<file path="config.mk">
export PLATFORM = sky130hd
export DESIGN_NAME = int_to_decimal_ascii
export DESIGN_NICKNAME = d
export VERILOG_FILES = /design/src/hw/rtl/i2da_pkg.sv /design/src/hw/rtl/i2da_dabble.sv /design/src/hw/rtl/i2da_serial.sv /design/src/hw/rtl/int_to_decimal_ascii.sv
export SDC_FILE = /design/constraint.sdc
export NUM_CORES = 1
export LEC_CHECK = 0
export ABC_AREA = 1
export BUFFER_PORTS_ARGS = -buffer_cell sky130_fd_sc_hd__buf_4
export CORE_MARGIN = 10
export CORE_UTILIZATION = 45
export DETAILED_ROUTE_END_ITERATION = 8
export REMOVE_ABC_BUFFERS = 1
export SYNTH_ARGS = -nofsm -noshare
export SYNTH_HDL_FRONTEND = slang
export SYNTH_HIERARCHICAL = 1
export SYNTH_SLANG_ARGS = --single-unit
</file>
<file path="constraint.sdc">
create_clock -name clk -period 13.65 [get_ports clk]
set_input_delay 1.365 -clock clk [delete_from_list [all_inputs] [get_ports clk]]
set_output_delay 1.365 -clock clk [all_outputs]
set_load 0.1 [all_outputs]
</file>
<file path="src/hw/rtl/i2da_pkg.sv">
package i2da_pkg;

  localparam int DIGITS        = 10;
  localparam int BCD_W         = 4 * DIGITS;
  localparam int IDX_W         = 4;
  localparam int CNT_W         = 4;
  localparam int DABBLE_STAGES = 4;

  localparam logic [7:0] CH_ZERO  = 8'h30;
  localparam logic [7:0] CH_MINUS = 8'h2D;

  typedef struct packed {
    logic valid;
    logic neg;
  } i2da_ctl_t;

endpackage

</file>
<file path="src/hw/rtl/i2da_dabble.sv">
module i2da_dabble import i2da_pkg::*; #(
  parameter int MAG_W = 32,
  parameter int STEPS = 8
) (
  input  logic             clk,
  input  logic             rst_n,
  input  logic             load,
  input  i2da_ctl_t        in_ctl,
  input  logic [MAG_W-1:0] in_mag,
  input  logic [BCD_W-1:0] in_bcd,
  output i2da_ctl_t        out_ctl,
  output logic [MAG_W-1:0] out_mag,
  output logic [BCD_W-1:0] out_bcd
);

  i2da_ctl_t        ctl_r;
  logic [MAG_W-1:0] mag_r, mag_nxt;
  logic [BCD_W-1:0] bcd_r, bcd_nxt;

  // shift-add-3, STEPS bits per stage
  always_comb begin
    logic [BCD_W-1:0] b;
    logic [MAG_W-1:0] m;
    b = in_bcd;
    m = in_mag;
    for (int s = 0; s < STEPS; s++) begin
      for (int d = 0; d < DIGITS; d++) begin
        if (b[d*4 +: 4] >= 4'd5) begin
          b[d*4 +: 4] = b[d*4 +: 4] + 4'd3;
        end
      end
      {b, m} = {b[BCD_W-2:0], m, 1'b0};
    end
    bcd_nxt = b;
    mag_nxt = m;
  end

  always_ff @(posedge clk) begin
    if (!rst_n) begin
      ctl_r <= '0;
    end else if (load) begin
      ctl_r <= in_ctl;
    end
  end

  always_ff @(posedge clk) begin
    if (load) begin
      mag_r <= mag_nxt;
      bcd_r <= bcd_nxt;
    end
  end

  assign out_ctl = ctl_r;
  assign out_mag = mag_r;
  assign out_bcd = bcd_r;

endmodule

</file>
<file path="src/hw/rtl/i2da_serial.sv">
module i2da_serial import i2da_pkg::*; (
  input  logic             clk,
  input  logic             rst_n,
  input  i2da_ctl_t        in_ctl,
  input  logic [BCD_W-1:0] in_bcd,
  output logic             ready,
  output logic             out_valid,
  output logic [7:0]       out_char_code,
  output logic             out_last,
  output logic [CNT_W-1:0] out_count
);

  logic             active_r;
  logic             neg_pend_r;
  logic [IDX_W-1:0] idx_r;
  logic [BCD_W-1:0] bcd_r;
  logic [CNT_W-1:0] cnt_r;
  logic             valid_r;
  logic [7:0]       char_r, char_nxt;
  logic             last_r, last_nxt;
  logic [CNT_W-1:0] ocnt_r;
  logic [IDX_W-1:0] nd;
  logic             load;

  // significant digit count, at least one
  always_comb begin
    nd = IDX_W'(1);
    for (int d = 1; d < DIGITS; d++) begin
      if (in_bcd[d*4 +: 4] != 4'd0) begin
        nd = IDX_W'(d + 1);
      end
    end
  end

  assign ready = !active_r || (!neg_pend_r && idx_r == '0);
  assign load  = ready && in_ctl.valid;

  always_comb begin
    if (neg_pend_r) begin
      char_nxt = CH_MINUS;
      last_nxt = 1'b0;
    end else begin
      char_nxt = CH_ZERO + {4'd0, bcd_r[idx_r*4 +: 4]};
      last_nxt = (idx_r == '0);
    end
  end

  always_ff @(posedge clk) begin
    if (!rst_n) begin
      active_r   <= 1'b0;
      neg_pend_r <= 1'b0;
      idx_r      <= '0;
      valid_r    <= 1'b0;
      last_r     <= 1'b0;
    end else begin
      valid_r <= active_r;
      last_r  <= active_r && last_nxt;
      if (load) begin
        active_r   <= 1'b1;
        neg_pend_r <= in_ctl.neg;
        idx_r      <= nd - IDX_W'(1);
      end else if (active_r) begin
        if (neg_pend_r) begin
          neg_pend_r <= 1'b0;
        end else if (idx_r == '0) begin
          active_r <= 1'b0;
        end else begin
          idx_r <= idx_r - IDX_W'(1);
        end
      end
    end
  end

  always_ff @(posedge clk) begin
    if (load) begin
      bcd_r <= in_bcd;
      cnt_r <= CNT_W'(nd) + CNT_W'(in_ctl.neg);
    end
    char_r <= char_nxt;
    ocnt_r <= last_nxt ? cnt_r : '0;
  end

  assign out_valid     = valid_r;
  assign out_char_code = char_r;
  assign out_last      = last_r;
  assign out_count     = last_r ? ocnt_r : '0;

endmodule

</file>
<file path="src/hw/rtl/int_to_decimal_ascii.sv">
// channel | ports                                      | handshake
// input   | in_value, in_mode                          | start, busy
// result  | out_char_code, out_last, out_count         | out_valid strobe
//
// One result per cycle, one per character: an item is 1 to 11 characters
// (sign plus significant digits), set by the character serializer.
// From accept to first character an item passes the sign stage, four
// shift-add-3 stages, the serializer load and the output register.
// rst_n is synchronous and clears all valid bits and the serializer.
// busy stalls the input while the pipeline is backed up behind the
// serializer; the receiver cannot stall.
module int_to_decimal_ascii import i2da_pkg::*; #(
  parameter int VALUE_WIDTH = 32
) (
  input  logic             clk,
  input  logic             rst_n,
  input  logic             start,
  output logic             busy,
  input  logic [31:0]      in_value,
  input  logic             in_mode,
  output logic             out_valid,
  output logic [7:0]       out_char_code,
  output logic             out_last,
  output logic [CNT_W-1:0] out_count
);

  localparam int STEPS = (VALUE_WIDTH + DABBLE_STAGES - 1) / DABBLE_STAGES;
  localparam int MAG_W = STEPS * DABBLE_STAGES;

  logic [VALUE_WIDTH-1:0] word;
  logic                   neg;
  i2da_ctl_t              ctl0_r;
  logic [MAG_W-1:0]       mag0_r, mag0_nxt;

  i2da_ctl_t              ctl   [DABBLE_STAGES+1];
  logic [MAG_W-1:0]       mag   [DABBLE_STAGES+1];
  logic [BCD_W-1:0]       bcd   [DABBLE_STAGES+1];
  logic                   rdy   [DABBLE_STAGES+2];
  logic                   ser_ready;
  logic                   accept;

  assign word     = in_value[VALUE_WIDTH-1:0];
  assign neg      = in_mode && word[VALUE_WIDTH-1];
  assign mag0_nxt = MAG_W'(neg ? (~word + VALUE_WIDTH'(1)) : word);

  assign rdy[DABBLE_STAGES+1] = ser_ready;
  assign rdy[0] = !ctl0_r.valid || rdy[1];
  assign busy   = !rdy[0];
  assign accept = start && !busy;

  always_ff @(posedge clk) begin
    if (!rst_n) begin
      ctl0_r <= '0;
    end else if (rdy[0]) begin
      ctl0_r.valid <= accept;
      ctl0_r.neg   <= neg;
    end
  end

  always_ff @(posedge clk) begin
    if (accept) begin
      mag0_r <= mag0_nxt;
    end
  end

  assign ctl[0] = ctl0_r;
  assign mag[0] = mag0_r;
  assign bcd[0] = '0;

  for (genvar g = 0; g < DABBLE_STAGES; g++) begin : g_dab
    assign rdy[g+1] = !ctl[g+1].valid || rdy[g+2];
    i2da_dabble #(
      .MAG_W (MAG_W),
      .STEPS (STEPS)
    ) u_dab (
      .clk     (clk),
      .rst_n   (rst_n),
      .load    (rdy[g+1]),
      .in_ctl  (ctl[g]),
      .in_mag  (mag[g]),
      .in_bcd  (bcd[g]),
      .out_ctl (ctl[g+1]),
      .out_mag (mag[g+1]),
      .out_bcd (bcd[g+1])
    );
  end

  i2da_serial u_ser (
    .clk           (clk),
    .rst_n         (rst_n),
    .in_ctl        (ctl[DABBLE_STAGES]),
    .in_bcd        (bcd[DABBLE_STAGES]),
    .ready         (ser_ready),
    .out_valid     (out_valid),
    .out_char_code (out_char_code),
    .out_last      (out_last),
    .out_count     (out_count)
  );

  a_accept_loads: assert property (@(posedge clk) disable iff (!rst_n)
    accept |=> ctl0_r.valid)
    else $error("accepted item not captured");

  a_last_strobed: assert property (@(posedge clk) disable iff (!rst_n)
    out_last |-> out_valid)
    else $error("last without strobe");

  a_count_range: assert property (@(posedge clk) disable iff (!rst_n)
    out_valid && out_last |-> out_count != '0 && out_count <= CNT_W'(11))
    else $error("bad character count");

  a_char_set: assert property (@(posedge clk) disable iff (!rst_n)
    out_valid |-> (out_char_code == CH_MINUS) ||
                  (out_char_code >= CH_ZERO && out_char_code <= CH_ZERO + 8'd9))
    else $error("bad character");

  a_minus_first: assert property (@(posedge clk) disable iff (!rst_n)
    out_valid && out_char_code == CH_MINUS |-> !out_last)
    else $error("minus sign ends an item");

endmodule

</file>
Word-level counts from Yosys, hierarchy flattened
Cells that the tools add are included.
Cells by class
  mux-type cells: 287
  equal/unequal tests: 2
  reduce and logical (&&, ||, !) cells: 31
  magnitude comparators: 265
  bitwise logic cells: 1
  shift-type cells: 1
  $add $sub $neg: 270
Operator list (count)
  4-bit by 3-bit greater-or-equal comparator with 1-bit output (second input constant): 255
  4-bit 2-to-1 mux: 250
  4-bit by 2-bit adder with 4-bit output (second input constant): 234
  3-bit 2-to-1 mux: 26
  3-bit by 2-bit adder with 3-bit output (second input constant): 21
  40-bit by 7-bit indexed part select with 4-bit output: 1
  4-bit nonzero test: 9
  32-bit by 1-bit adder with 32-bit output (second input constant): 1
  32-bit 2-to-1 mux: 1
  32-bit inverter: 1
  1-bit by 2-bit adder with 3-bit output (second input constant): 9
  1-bit by 3-bit greater-or-equal comparator with 1-bit output (second input constant): 9
  1-bit logical NOT: 8
  1-bit 2-to-1 mux: 8
  4-bit by 1-bit subtractor with 4-bit output (second input constant): 2
  6-bit by 4-bit adder with 7-bit output (first input constant): 1
  1-bit logical OR: 6
  1-bit logical AND: 5
  4-bit by 1-bit adder with 4-bit output: 1
  4-bit logical NOT: 1
  2-bit 2-to-1 mux: 2
  1-bit by 2-bit adder with 3-bit output (both inputs constant): 1
  1-bit by 3-bit greater-or-equal comparator with 1-bit output (both inputs constant): 1
  3-bit AND reduction: 1
  other kinds (3): 3
Storage, ports and cells
  word-level logic and storage cells: 885
  output and inout bits: 15
  input bits: 36
  flip-flop bits (word level): 302

Longest topological paths before layout
Gate-level depths: netlist (run 1).
  word-level depth: 16
  gate-level depth with buffers: 58
  depth with buffers taken out: 58

By module
Netlist (run 1), hierarchy kept.
Modules (own cells, without submodules)
  i2da_dabble: area an instance 10257.3 um^2, cells an instance 1619, sequential area each 1961.9 um^2, instances 4
  i2da_serial: area an instance 2655.0 um^2, cells an instance 263, sequential area each 1661.6 um^2, instances 1
  int_to_decimal_ascii: area an instance 2140.8 um^2, cells an instance 280, sequential area each 1001.0 um^2, instances 1

Worst setup path after synthesis (run 1)
OpenSTA, ideal clock, no wires.
  path kind: register to register
  from: reg g_dab[0].u_dab/out_bcd[32] (netlist name)
  to: reg g_dab[1].u_dab.bcd_r[37] (data pin)
  data required time: 13.398 ns
  setup time: 0.252 ns
  period minus slack after synthesis: 5.490 ns
  path slack: 8.160 ns
  path buffers: 0
  stages on the path, launching flop included: 56
  arrival: 5.238 ns
  cell sequence: edfxtp_1 > inv_1 > ha_1 > inv_1 > nand2_1 > nand3_1 > nand3_1 > inv_1 > ha_1 > nand3_1 > nand2_1 > inv_1 > nand2_1 > nand2_1 > nand2_1 > ha_1 > inv_1 > nand3_1 > [20 not listed] > nand4_1 > nand2_1 > nand3_1 > and2_1 > ha_1 > inv_1 > nand4_1 > nand2_1 > nand2_1 > nand2_1 > nand2_1 > inv_1 > ha_1 > nand2_1 > nand3_1 > nand2_1 > nand2_1 > nand2_1
RTL lines
  end signal: assignment: RTL line i2da_dabble.sv:49  | bcd_r <= bcd_nxt;
  end: declaration: RTL line i2da_dabble.sv:18  | logic [BCD_W-1:0] bcd_r, bcd_nxt;

==> reports/qor.txt, run 1 <==
number of antenna-violating nets in the routed design: 0
DRT iter0 DRCs: 1641
DIE WIDTH: 333 um
worst endpoint required time: 13980 ps
number of inserted filler cells in the final layout: 9836
clock-pin slew of the registers on the worst-case setup and hold paths: 60 ps
via count of the first global-routing pass: 36900
total via count after detailed routing: 40800
kind of path behind the tightest hold check: reg2reg
maximum cell stage delay along the critical path: 420 ps
critical path data arrival time: 6480 ps
Total Negative Setup Slacks: 0 ps
reg-to-reg critical path startpoint: g_dab[0].u_dab/out_bcd[32]
hold buffers post-CTS: 0
Post-DP HPWL: 77100 um
GRT Total Usage: 0.162
Detailed Routing Iterations Pass 1: 5
critical-path cell with the highest stage delay: sky130_fd_sc_hd__edfxtp_1
clock latency at the later pin of the worst-skew pair: 580 ps
top-level I/O count: 51
Max-cap violations: 0
Clock Tree Root: sky130_fd_sc_hd__clkbuf_16
number of warnings reported in the yosys synthesis log: 6
startpoint of the worst hold path: g_dab[0].u_dab/out_mag[19]
floorplan row count: 114
fraction of the cycle the final worst path needs: 0.450
Worst setup EP type: flip-flop
Avg Inst Size Synth: 6.36 um^2
area growth from synthesis to final layout: 8.37%
Fin Clk Skew: 23.6 ps
number of cells on the worst hold path: 0
Gates resized, CTS repair: 0
minimum setup slack among reg-to-reg paths: 7500 ps
setup repair after global routing missed its margin: no
worst hold endpoint: g_dab[1].u_dab/out_mag[27]
number of buffers on the longest clock path: 3
final layout net count: 7410
routed vias/inst: 4.83
GP Congestion: 0.821
vertical die dimension: 333 um
routed length per instance: 10.9 um
clock buffer count from CTS: 40
depth of the worst register-to-register path: 55
Total Wirelength: 91800 um
Hold Fails Final Rpt: 0
outcome: finished, final reports clean
area of the core: 97000 um^2
TritonCTS sink count: 311
fraction of final layout cells sized beyond drive strength 1: 0.191
worst rel slew slack: 0.314
shortest clock period the worst path allows after layout: 6150 ps
die area: 111000 um^2
Max Slew Vio Count: 0
post-synthesis cell count: 6935
FF-to-FF End: g_dab[1].u_dab/out_bcd[38]
Synth Cell Area: 44100 um^2
slew of the pin with the lowest slew margin: 1020 ps
crit-path most repeated cell: sky130_fd_sc_hd__nand2_1
CTS H-Tree Depth: 2
Worst setup SP type: flip-flop
residual DRC count: 0
starting density of the core: 0.455
buffers inserted by post-CTS timing repair: 0
antenna violations before repair: 0
number of buffers added on ports: 47
class of the most critical setup path: reg2reg
total global routing overflow: 0
timing-limited maximum frequency: 163 MHz
highest net fanout along the worst path: 4
first-pass GRT wire length: 159000 um
CTS tree: yes
endpoints failing setup: 0
pin count of the biggest net entering global routing: 61
antenna cells: 0
-- cell usage in the layout, fill, tap and decap left out, types with 37 or more instances in the layout --
| cell | count |
|---|---|
| sky130_fd_sc_hd__nand4_1 | 239 |
| sky130_fd_sc_hd__inv_1 | 1023 |
| sky130_fd_sc_hd__o21ai_2 | 146 |
| sky130_fd_sc_hd__conb_1 | 117 |
| sky130_fd_sc_hd__ha_1 | 244 |
| sky130_fd_sc_hd__a21oi_1 | 39 |
| sky130_fd_sc_hd__nand2_2 | 569 |
| sky130_fd_sc_hd__clkbuf_16 | 41 |
| sky130_fd_sc_hd__nand2_4 | 58 |
| sky130_fd_sc_hd__nand3_1 | 734 |
| sky130_fd_sc_hd__a21o_1 | 60 |
| sky130_fd_sc_hd__nand3b_1 | 40 |
| sky130_fd_sc_hd__o21ai_0 | 99 |
| sky130_fd_sc_hd__o21ai_1 | 54 |
| sky130_fd_sc_hd__buf_4 | 51 |
| sky130_fd_sc_hd__edfxtp_1 | 284 |
| sky130_fd_sc_hd__nand2_1 | 2456 |
| sky130_fd_sc_hd__xor2_1 | 86 |
| sky130_fd_sc_hd__nand3_2 | 218 |
| sky130_fd_sc_hd__nor2_1 | 168 |
| sky130_fd_sc_hd__nand3_4 | 37 |
| sky130_fd_sc_hd__inv_2 | 137 |
-- critical path, delay by kind of cell, from the launching register on --
| family | cells | cell delay, ps |
|---|---|---|
| adder cells (fa/ha/maj) | 8 | 1490 |
| flip-flops | 1 | 420 |
| buffers and inverters | 11 | 680 |
| AND/OR/NAND/NOR | 36 | 3320 |
-- per-stage QoR --
| stage | setup WS, ps | hold slack (ps) | cell area (um^2) | instances | utilization |
|---|---|---|---|---|---|
| final | 7500 | 408 | 47800 | 8437 | 0.493 |
| after global routing | 6630 | 405 | 47800 | 8437 | 0.493 |
| after detailed placement | 7550 | 405 | 46500 | 8364 | 0.479 |
| after global placement | 7700 | 403 | 46500 | 8364 | 0.479 |
| after floorplan | 8160 | 400 | 44500 | 7037 | - |
| after CTS | 7510 | 402 | 47800 | 8437 | 0.493 |
-- sequential cells by signal, indices dropped and copies added, names as in the netlist --
name	flops
mag0_r	32
u_ser/idx_r	4
g_dab.u_dab/out_mag	48
u_ser/out_last	1
u_ser/out_valid	1
g_dab.u_dab/out_bcd	160
ctl	2
u_ser/active_r	1
u_ser/neg_pend_r	1
u_ser/bcd_r	40
u_ser/out_char_code	5
u_ser/ocnt_r	4
g_dab.u_dab/out_ctl	8
u_ser/cnt_r	4
-- routing by layer --
layer / vias up / part of all wire / global-route usage
met2: 254 / 0.50 / 0.311
met5: - / 0 / 0
met4: 0 / 0.016 / 0.0312
met1: 17800 / 0.46 / 0.193
li1: 22700 / - / -
met3: 76 / 0.020 / 0.0148
-- final cells by class --
cell class                 count  area, um^2  share of cell area
clock buffer                  44        1040              0.0217
clock inverter                29         304             0.00636
inverter                    1177        4420              0.0924
multi-input combinational   5549       31000               0.648
sequential                   311        9070               0.190
tap                         1276        1600              0.0334
timing repair buffer          51         383             0.00801
-- worst max-delay path by stage --
stage	start	end	slack (ps)	cells past startpoint
after floorplan	u_ser/idx_r[0]	busy	8160	8
after global placement	g_dab[0].u_dab/out_bcd[32]	g_dab[1].u_dab/out_bcd[37]	7700	55
after detailed placement	g_dab[1].u_dab/out_bcd[32]	g_dab[2].u_dab/out_bcd[37]	7550	57
after CTS	g_dab[1].u_dab/out_bcd[32]	g_dab[2].u_dab/out_bcd[37]	7510	57
after global routing	g_dab[0].u_dab/out_bcd[32]	g_dab[1].u_dab/out_bcd[37]	6630	57
final	g_dab[0].u_dab/out_bcd[32]	g_dab[1].u_dab/out_bcd[38]	7500	55
Power of run 1 is left out: the tool's default activity adds up to more than one toggle a clock period on the data nets, which glitch-free logic cannot reach.
==> run 2, diff against run 1 <==
==> constraint.sdc (replaced) <==
create_clock -name clk -period 6.1 [get_ports clk]
set_input_delay 0.61 -clock clk [delete_from_list [all_inputs] [get_ports clk]]
set_output_delay 0.61 -clock clk [all_outputs]
set_load 0.1 [all_outputs]
==> reports/qor.txt, run 2 (synthesis results as in run 1) <==
outcome: finished, final reports clean (unchanged)
fraction of the cycle the final worst path needs: 0.967 (was 0.450)
Detailed Routing Iterations Pass 1: 5 (unchanged)
Max-cap violations: 0 (unchanged)
final layout net count: 7460 (was 7410)
clock buffer count from CTS: 40 (unchanged)
number of buffers added on ports: 47 (unchanged)
die area: 111000 um^2 (unchanged)
GRT Total Usage: 0.165 (was 0.162)
routed length per instance: 11.1 um (was 10.9 um)
largest delay contributor family on the critical path: simple AND/OR/NAND/NOR gates (unchanged)
commonest non-fill, non-tap cell in the layout: sky130_fd_sc_hd__nand2_1 (unchanged)
Max Slew Vio Count: 0 (unchanged)
routed vias/inst: 4.87 (was 4.83)
Fin Clk Skew: 18.2 ps (was 23.6 ps)
commonest cells after routing, fill and taps aside: sky130_fd_sc_hd__nand2_1 (2370), sky130_fd_sc_hd__inv_1 (1000), sky130_fd_sc_hd__nand3_1 (692) (was sky130_fd_sc_hd__nand2_1 (2456), sky130_fd_sc_hd__inv_1 (1023), sky130_fd_sc_hd__nand3_1 (734))
DRT iter0 DRCs: 1611 (was 1641)
critical path data arrival time: 6210 ps (was 6480 ps)
DIE WIDTH: 333 um (unchanged)
worst endpoint required time: 6410 ps (was 13980 ps)
first-pass GRT wire length: 162000 um (was 159000 um)
crit-path most repeated cell: sky130_fd_sc_hd__nand2_2 (was sky130_fd_sc_hd__nand2_1)
number of flip-flops under the largest register name: 160 (unchanged)
CTS tree: yes (unchanged)
fraction of final layout cells sized beyond drive strength 1: 0.221 (was 0.191)
total via count after detailed routing: 41300 (was 40800)
slew of the pin with the lowest slew margin: 998 ps (was 1020 ps)
TritonCTS sink count: 311 (unchanged)
critical-path cell with the highest stage delay: sky130_fd_sc_hd__edfxtp_1 (unchanged)
floorplan row count: 114 (unchanged)
pin count of the biggest net entering global routing: 60 (was 61)
residual DRC count: 0 (unchanged)
worst rel slew slack: 0.332 (was 0.314)
area of the core: 97000 um^2 (unchanged)
total global routing overflow: 0 (unchanged)
Placed Area: 46500 um^2 (about the same)
number of buffers on the longest clock path: 3 (unchanged)
number of antenna-violating nets in the routed design: 0 (unchanged)
timing-limited maximum frequency: 170 MHz (was 163 MHz)
antenna violations before repair: 0 (unchanged)
clock latency at the later pin of the worst-skew pair: 570 ps (was 580 ps)
GP Congestion: 0.821 (about the same)
area growth from synthesis to final layout: 10.7% (was 8.37%)
clock-pin slew of the registers on the worst-case setup and hold paths: 60 ps (about the same)
Hold Fails Final Rpt: 0 (unchanged)
vertical die dimension: 333 um (unchanged)
final core utilization: 0.504 (was 0.493)
class of the most critical setup path: reg2reg (unchanged)
CTS H-Tree Depth: 2 (unchanged)
Min Hold Slack: 310 ps (was 408 ps)
highest net fanout along the worst path: 4 (unchanged)
Clock Tree Root: sky130_fd_sc_hd__clkbuf_16 (unchanged)
endpoints failing setup: 0 (unchanged)
buffer and inverter count on the worst path: 10 (was 11)
starting density of the core: 0.455 (unchanged)
top-level I/O count: 51 (unchanged)
Total Wirelength: 94500 um (was 91800 um)
antenna cells: 0 (unchanged)
maximum cell stage delay along the critical path: 420 ps (about the same)
Worst setup SP type: flip-flop (unchanged)
Post-DP HPWL: 78200 um (was 77100 um)
kind of path behind the tightest hold check: in2reg (was reg2reg)
Non-Filler Cell Area, Final: 48800 um^2 (was 47800 um^2)
via count of the first global-routing pass: 37500 (was 36900)
Worst setup EP type: flip-flop (unchanged)
shortest clock period the worst path allows after layout: 5900 ps (was 6150 ps)
## run 2: cell types whose count changed in the layout (fill, tap and decap cells not counted), moves of 11 or more
cell,change
sky130_fd_sc_hd__nand3_2,+42
sky130_fd_sc_hd__ha_4,+11
sky130_fd_sc_hd__nand3_1,-42
sky130_fd_sc_hd__ha_1,-20
sky130_fd_sc_hd__inv_1,-23
sky130_fd_sc_hd__inv_2,+22
sky130_fd_sc_hd__nand2_1,-86
sky130_fd_sc_hd__buf_4,+49
sky130_fd_sc_hd__nand2_2,+81
## run 2: metal layers
| metal | part of all wire | up-vias | global-route usage |
|---|---|---|---|
| li1 | - | 22800 | - |
| met3 | 0.022 | 107 | 0.0166 |
| met5 | 0 | - | 0 |
| met1 | 0.45 | 18100 | 0.195 |
| met4 | 0.023 | 0 | 0.0417 |
| met2 | 0.50 | 324 | 0.312 |
## run 2: worst paths after layout
path,start,end,slack (ps),depth (start not counted)
max,g_dab[2].u_dab/out_bcd[32],g_dab[3].u_dab/out_bcd[38],200,56
max reg2reg,g_dab[2].u_dab/out_bcd[32],g_dab[3].u_dab/out_bcd[38],200,56
min reg2reg,g_dab[0].u_dab/out_mag[11],g_dab[1].u_dab/out_mag[19],420,0
min,in_value[0],mag0_r[0],310,1
## run 2: stage by stage
step / worst slack (ps) / cells / TNS (ps)
floorplan: 610 / 7037 / 0
global placement: 152 / 8366 / 0
detailed placement: -15.1 / 8366 / -28.4
CTS: 10.5 / 8437 / 0
global route: -300 / 8484 / -1750
finish: 203 / 8484 / 0
## run 2: what timing repair did
| action | in CTS | in global routing |
|---|---|---|
| pin swaps | 0 | 59 |
| buffers inserted | 1 | 47 |
| endpoints found under the setup margin | 6 | 9 |
| resized for setup | 4 | 201 |
| gates cloned | 0 | 0 |
| hold buffers | 0 | 0 |
## run 2: final cells by class
| class | instances | area [um^2] |
|---|---|---|
| clock buffer | 48 | 1050 |
| clock inverter | 22 | 268 |
| sequential | 311 | 9070 |
| multi-input combinational | 5549 | 31700 |
| timing repair buffer | 101 | 762 |
| inverter | 1177 | 4420 |
| tap | 1276 | 1600 |
| fill | 9903 | 48100 |
Power of run 2 is left out for the same reason.
